<file path="src/rtl/tilt_pkg.sv">
// Shared types, register codes, constants and helper functions for the tilt filter.
// No dependencies; every other file but tilt_div refers to it by scoped names.
package tilt_pkg;

  typedef struct packed {
    logic signed [15:0] accel_x;
    logic signed [15:0] accel_y;
    logic signed [15:0] accel_z;
    logic signed [15:0] gyro_x;
    logic signed [15:0] gyro_y;
    logic signed [15:0] gyro_z;
  } sample_t;

  typedef struct packed {
    logic [16:0] pitch_angle;
    logic [16:0] roll_angle;
    logic [8:0]  rate_x;
    logic [8:0]  rate_y;
    logic [8:0]  rate_z;
  } tilt_t;

  // configuration register indexes
  localparam logic [1:0] CFG_FILTER_WEIGHT = 2'd0;
  localparam logic [1:0] CFG_TIME_STEP     = 2'd1;
  localparam logic [1:0] CFG_GYRO_DIVISOR  = 2'd2;

  localparam logic [16:0] WEIGHT_RESET    = 17'd55706;
  localparam logic [16:0] WEIGHT_ONE      = 17'd65536;
  localparam logic [15:0] TIME_STEP_RESET = 16'd655;
  localparam logic [15:0] DIVISOR_RESET   = 16'd131;

  localparam int DIV_STEPS = 16;
  localparam int MAC_LEN   = 6;

  localparam logic signed [25:0] DEG90_Q16  = 26'sd5898240;
  localparam logic signed [25:0] DEG180_Q16 = 26'sd11796480;

  typedef enum logic [2:0] {
    MAC_NONE,
    MAC_RT,     // rate * dt, accel angle rounding
    MAC_WP,     // w * (rate * dt)
    MAC_WO,     // w * old
    MAC_WA,     // (1 - w) * accel
    MAC_SUM,
    MAC_ROUND
  } mac_op_t;

  typedef struct packed {
    logic       load;
    logic       cordic_en;
    logic       div_en;
    logic [4:0] iter;
    mac_op_t    mac;
    logic       wrap_init;
    logic       wrap_step;
    logic       out_load;
  } cmd_t;

  // atan(2^-i) in degrees, Q16
  function automatic logic [21:0] atan_deg(input logic [4:0] i);
    logic [21:0] v;
    case (i)
      5'd0:  v = 22'd2949120;
      5'd1:  v = 22'd1740967;
      5'd2:  v = 22'd919879;
      5'd3:  v = 22'd466945;
      5'd4:  v = 22'd234379;
      5'd5:  v = 22'd117304;
      5'd6:  v = 22'd58666;
      5'd7:  v = 22'd29335;
      5'd8:  v = 22'd14668;
      5'd9:  v = 22'd7334;
      5'd10: v = 22'd3667;
      5'd11: v = 22'd1833;
      5'd12: v = 22'd917;
      5'd13: v = 22'd458;
      5'd14: v = 22'd229;
      5'd15: v = 22'd115;
      5'd16: v = 22'd57;
      5'd17: v = 22'd29;
      5'd18: v = 22'd14;
      5'd19: v = 22'd7;
      5'd20: v = 22'd4;
      5'd21: v = 22'd2;
      5'd22: v = 22'd1;
      default: v = 22'd0;
    endcase
    return v;
  endfunction

  // clamp to +-250 deg/s, negative codes offset by 500
  function automatic logic [8:0] rate_code(input logic signed [16:0] r);
    logic signed [16:0] c;
    c = r;
    if (c > 17'sd250) c = 17'sd250;
    if (c < -17'sd250) c = -17'sd250;
    if (c < 17'sd0) c = c + 17'sd500;
    return c[8:0];
  endfunction

endpackage

</file>
<file path="src/rtl/tilt_ctrl.sv">
// Sequencer for the tilt filter: run, multiply-accumulate, wrap and output phases.
// Depends on tilt_pkg for the command struct and phase lengths.
module tilt_ctrl #(
  parameter int CORDIC_STEPS        = 16,
  parameter int ANGLE_FRACTION_BITS = 8
) (
  input  logic            clk,
  input  logic            rst,
  input  logic            sample_valid,
  output logic            sample_stall,
  output logic            tilt_valid,
  input  logic            tilt_stall,
  output tilt_pkg::cmd_t  cmd
);

  localparam int RUN_LEN    = (CORDIC_STEPS > tilt_pkg::DIV_STEPS) ? CORDIC_STEPS
                                                                  : tilt_pkg::DIV_STEPS;
  localparam int WRAP_STEPS = 16 - ANGLE_FRACTION_BITS;

  typedef enum logic [2:0] {S_IDLE, S_RUN, S_MAC, S_WRAP, S_OUT} state_t;

  state_t     state;
  logic [4:0] cnt;
  logic       can_load;

  assign can_load     = !tilt_valid || !tilt_stall;
  assign sample_stall = (state != S_IDLE);

  always_ff @(posedge clk) begin
    if (rst) begin
      state      <= S_IDLE;
      cnt        <= 5'd0;
      tilt_valid <= 1'b0;
    end else begin
      // new result loads, or a stalled beat stays up
      tilt_valid <= ((state == S_OUT) && can_load) || (tilt_valid && tilt_stall);
      case (state)
        S_IDLE: begin
          cnt <= 5'd0;
          if (sample_valid) state <= S_RUN;
        end
        S_RUN: begin
          if (cnt == 5'(RUN_LEN - 1)) begin
            cnt   <= 5'd0;
            state <= S_MAC;
          end else begin
            cnt <= cnt + 5'd1;
          end
        end
        S_MAC: begin
          if (cnt == 5'(tilt_pkg::MAC_LEN - 1)) begin
            cnt   <= 5'd0;
            state <= S_WRAP;
          end else begin
            cnt <= cnt + 5'd1;
          end
        end
        S_WRAP: begin
          if (cnt == 5'(WRAP_STEPS)) begin
            cnt   <= 5'd0;
            state <= S_OUT;
          end else begin
            cnt <= cnt + 5'd1;
          end
        end
        S_OUT: begin
          if (can_load) begin
            state <= S_IDLE;
          end
        end
        default: state <= S_IDLE;
      endcase
    end
  end

  always_comb begin
    cmd           = '0;
    cmd.mac       = tilt_pkg::MAC_NONE;
    cmd.iter      = cnt;
    cmd.load      = (state == S_IDLE) && sample_valid;
    cmd.cordic_en = (state == S_RUN) && (cnt < 5'(CORDIC_STEPS));
    cmd.div_en    = (state == S_RUN) && (cnt < 5'(tilt_pkg::DIV_STEPS));
    cmd.wrap_init = (state == S_WRAP) && (cnt == 5'd0);
    cmd.wrap_step = (state == S_WRAP) && (cnt != 5'd0);
    cmd.out_load  = (state == S_OUT) && can_load;
    if (state == S_MAC) begin
      case (cnt)
        5'd0:    cmd.mac = tilt_pkg::MAC_RT;
        5'd1:    cmd.mac = tilt_pkg::MAC_WP;
        5'd2:    cmd.mac = tilt_pkg::MAC_WO;
        5'd3:    cmd.mac = tilt_pkg::MAC_WA;
        5'd4:    cmd.mac = tilt_pkg::MAC_SUM;
        5'd5:    cmd.mac = tilt_pkg::MAC_ROUND;
        default: cmd.mac = tilt_pkg::MAC_NONE;
      endcase
    end
  end

endmodule

</file>
<file path="config.mk">
export PLATFORM = sky130hd
export DESIGN_NAME = tilt_ctrl
export DESIGN_NICKNAME = d
export VERILOG_FILES = /design/src/rtl/tilt_pkg.sv /design/src/rtl/tilt_ctrl.sv
export SDC_FILE = /design/constraint.sdc
export NUM_CORES = 1
export LEC_CHECK = 0
export BUFFER_PORTS_ARGS = -buffer_cell sky130_fd_sc_hd__buf_2
export CORE_MARGIN = 2
export CORE_UTILIZATION = 25
export DETAILED_ROUTE_END_ITERATION = 16
export GPL_TIMING_DRIVEN = 0
export MAX_ROUTING_LAYER = met4
export PLACE_DENSITY_LB_ADDON = 0.05
export SYNTH_ARGS = -nofsm -noshare
export SYNTH_HDL_FRONTEND = slang
export SYNTH_SLANG_ARGS = --single-unit
export TNS_END_PERCENT = 20
</file>
<file path="constraint.sdc">
create_clock -name clk -period 2.75 [get_ports clk]
set_clock_uncertainty 0.2 [all_clocks]
set_input_delay 0 -clock clk [delete_from_list [all_inputs] [get_ports clk]]
set_output_delay 0 -clock clk [all_outputs]
set_load 0.05 [all_outputs]
</file>
==> impl.org <==
** Routing
- After detailed routing, the average wire length per cell comes to 12.7 um.
- Final routed wirelength across all metal layers :: 1780 um
- Detail Route Antenna Nets :: 0
- Number of vias in the routed layout :: 682
- For this run, design rule violations remaining after detail routing come to 0.
- The pre-antenna-repair detailed-routing pass consisted of 4 iterations.
- Drt via density :: 4.87
- The first routing iteration left 22 violations.

** Clocking
- Number of buffers created by CTS :: 3
- Root buf cell :: clkbuf_4
- Register clock-pin slew on the reported worst setup and hold paths :: 0.08 ns
- Total of hold buffers inserted after clock tree synthesis :: 4
- For the worst-skew pair, the clock arrives at the later sink with an insertion delay of 0.27 ns.
- The clock drives 9 sinks.
- Counting along the longest clock path gives a buffer depth of 2.
- CTS built an H-tree with a depth of 1.
- Postcts setup bufs :: 0
- TritonCTS built the clock tree.
- Post-CTS resize count :: 0

** Power
- Static Leakage :: 0.430 nW
- In this run the power density over the cells is 325 mW/mm^2.
- IR drop worst, VDD :: 0.181 mV
- Net switching power :: 0.0996 mW
- Of the total power, combinational logic draws 0.211.
- Internal power contribution :: 0.207 mW
- The share of total power dissipated in sequential elements is 0.438.
- Clock power share :: 0.350
- Of the total power, the share spent switching nets is 0.325.

** Synth
- Synthesis handed over a netlist of 83 instances.
- The synthesized netlist occupies a cell area of 741 um^2.
- By area the synthesized netlist is led by dfxtp_1 (24%), ha_1 (10%), nand4bb_4 (7.4%), nor2b_1 (4.2%), a211oi_1 (4.1%).
- Averaged over all synthesized cells, the footprint is 8.92 um^2.
- Number of warnings issued by yosys :: 0
- Post-synthesis net count :: 93
- Of the post-synthesis cell area, the dominant cell type holds 0.243.
- Number of distinct library cells after synthesis :: 35
- Number of enable-type register cells in the synthesized netlist :: 0
- For this run, the leading register cell type out of synthesis is dfxtp_1.
- Top cell type by total area after synthesis :: dfxtp_1
- Of all flip-flops after synthesis, the portion carrying an async set or reset was 0.
- Sequential share of the synthesized area :: 0.243
- Register bit total from synthesis :: 9

** Worst setup path
- Critical path class :: reg -> out
- Largest driver fanout on the critical path :: 10
- Traced cell by cell, the critical path runs through buf_2, clkinv_1, and4_1, o211a_1, buf_2.
- Worst Path Required :: 2.55 ns
- Endpoint type of the worst setup path :: output port
- Crit path launch type :: flip-flop
- Among all stages on the critical path, the largest delay is contributed by dfxtp_1.
- Worst stage delay on the critical path :: 0.30 ns
- Data on the critical path arrives at its endpoint at 1.72 ns.
- Counting stages on the worst path, the most repeated cell is buf_2.

** Status
- The run finished with clean final reports.

** Timing
- Setup repair after global routing missed its margin :: false
- Final period utilization :: 0.697
- Pin slew with the least headroom to its limit :: 0.437 ns
- Worst slew slack as a fraction of its limit :: 0.709
- The clock period could shrink to 1.92 ns.
- Number of failing hold endpoints at the final stage :: 0
- Max Fclk :: 0.522 GHz
- Setup violations remaining at the end of the flow were counted as 0.
- Max-slew violation count :: 0
- On the final layout, the worst hold slack is 0.325 ns.
- Total negative slack for setup checks :: 0 ns

** Layout
- The final layout contains 120 nets.
- For this run, the share of the core covered by cells in the final layout is 0.339.
- 0 antenna diodes ended up in the layout.
- Relative area change from synthesis to final layout :: 27.4%
- Fraction of final layout cells with drive strength greater than 1 :: 0.303

** Placement
- HPWL after detailed placement :: 1340 um
- The congestion estimate from routability-driven global placement came to 0.693.
- Port bufs :: 18

** Global route
- Residual overflow from global routing :: 0
- The number of antenna violations at the first check in global routing was 0.
- Entering global routing, the biggest net connects 11 pins.
- For this run, the total global-route usage over all layers was measured as 0.118.
- The via count of the first global-routing pass is 594.
- The first global-routing pass estimated 2940 um of wire.

** Hold path
- The path class of the tightest hold or removal check is reg -> reg.

** Floorplan
- For this configuration, the core starts out at a cell density of 0.266.
- Number of placement rows :: 19
- Std-Cell Core Area :: 0.00278 mm^2
- Measured along the y axis, the die boundary spans 58.4 um.
- Measured along the x axis, the die boundary spans 58.4 um.
- The die covers 0.00341 mm^2.
- In this run the count of I/O pins placed on the die edge is 20.

** Run
- Number of violations of the max-capacitance limit :: 0
-- registers in the layout (all words and copies together) (netlist names) --
name	cells
cnt	5
state	3
tilt_valid	1
-- worst max-delay path: cells and delay by family, from the launching register on --
kind | cells | cell delay, ns
buffers and inverters | 3 | 0.73
and+or+nand+nor | 1 | 0.28
DFF | 1 | 0.30
AOI/OAI and AO/OA | 1 | 0.13
-- layer usage --
layer,up-vias,track usage,share of wire
li1,354,-,-
met4,0,0.0698,0.0096
met2,15,0.154,0.43
met5,-,-,0
met1,311,0.168,0.52
met3,2,0.0198,0.040
-- path summary, 6_finish.rpt --
path	slack, ns	cells after the start	end	start
setup / recovery	0.83	5	cmd[5]	state[2]
hold / removal	0.32	2	state[2]	tilt_valid
setup reg to reg	0.87	7	cnt[1]	cnt[0]
hold reg to reg	0.32	2	state[2]	tilt_valid
-- synth_stat cells, types with 3 or more instances --
cell type	count
a211oi_1	4
ha_1	6
dfxtp_1	9
inv_1	5
buf_2	3
nor2_1	6
nand2_1	8
a21oi_1	5
nand4b_1	3
nor2b_1	5
-- placed cells by master, fill, tap and decap left out, types with 2 or more instances in the layout --
| cell | netlist | layout |
|---|---|---|
| buf_2 | 3 | 21 |
| ha_1 | 6 | 6 |
| nor2b_1 | 5 | 5 |
| a21oi_1 | 5 | 5 |
| nand4b_1 | 3 | 3 |
| inv_1 | 5 | 5 |
| dlygate4sd3_1 | 0 | 4 |
| a211oi_1 | 4 | 4 |
| nand4bb_4 | 2 | 2 |
| o21a_1 | 2 | 2 |
| dfxtp_1 | 9 | 9 |
| nor2_1 | 6 | 6 |
| clkbuf_4 | 0 | 3 |
| xor2_1 | 2 | 2 |
| buf_4 | 2 | 2 |
| nand2_1 | 8 | 8 |
-- power by group through the flow --
stage	Clock, mW	Sequential, mW	Combinational, mW
6_report	0.107	0.135	0.0648
5_1_grt	0.120	0.135	0.0696
3_5_place_dp	0	0.138	0.0620
3_3_place_gp	0	0.138	0.0624
4_1_cts	0.112	0.135	0.0655
2_1_floorplan	0	0.141	0.0449
-- stage by stage --
stage / area (um^2) / worst slack (ns) / total power, mW / std cells
6_report: 943 / 0.833 / 0.307 / 140
5_1_grt: 943 / 0.704 / 0.324 / 140
4_1_cts: 943 / 0.821 / 0.312 / 140
3_5_place_dp: 876 / 0.879 / 0.200 / 132
3_3_place_gp: 876 / 0.861 / 0.200 / 132
2_1_floorplan: 747 / 0.488 / 0.186 / 83
-- cell families after synthesis --
group / after synthesis / share of synthesized area
AOI/OAI and AO/OA: 18 / 0.208
xor gates and xnor gates: 3 / 0.0355
adders and majority gates: 6 / 0.101
buffers and inverters: 12 / 0.0760
DFF: 9 / 0.243
and+or+nand+nor: 35 / 0.336
-- layout make-up --
type	instances	area [um^2]
clock inverters	1	5.00
multi-input cells	62	510
well taps	31	38.8
flip-flops and latches	9	180
inverters	6	22.5
plain buffers	6	33.8
clock buffers	3	22.5
fillers	300	1840
repair buffers	22	130
No activity file was read; power rests on OpenSTA's default activity.
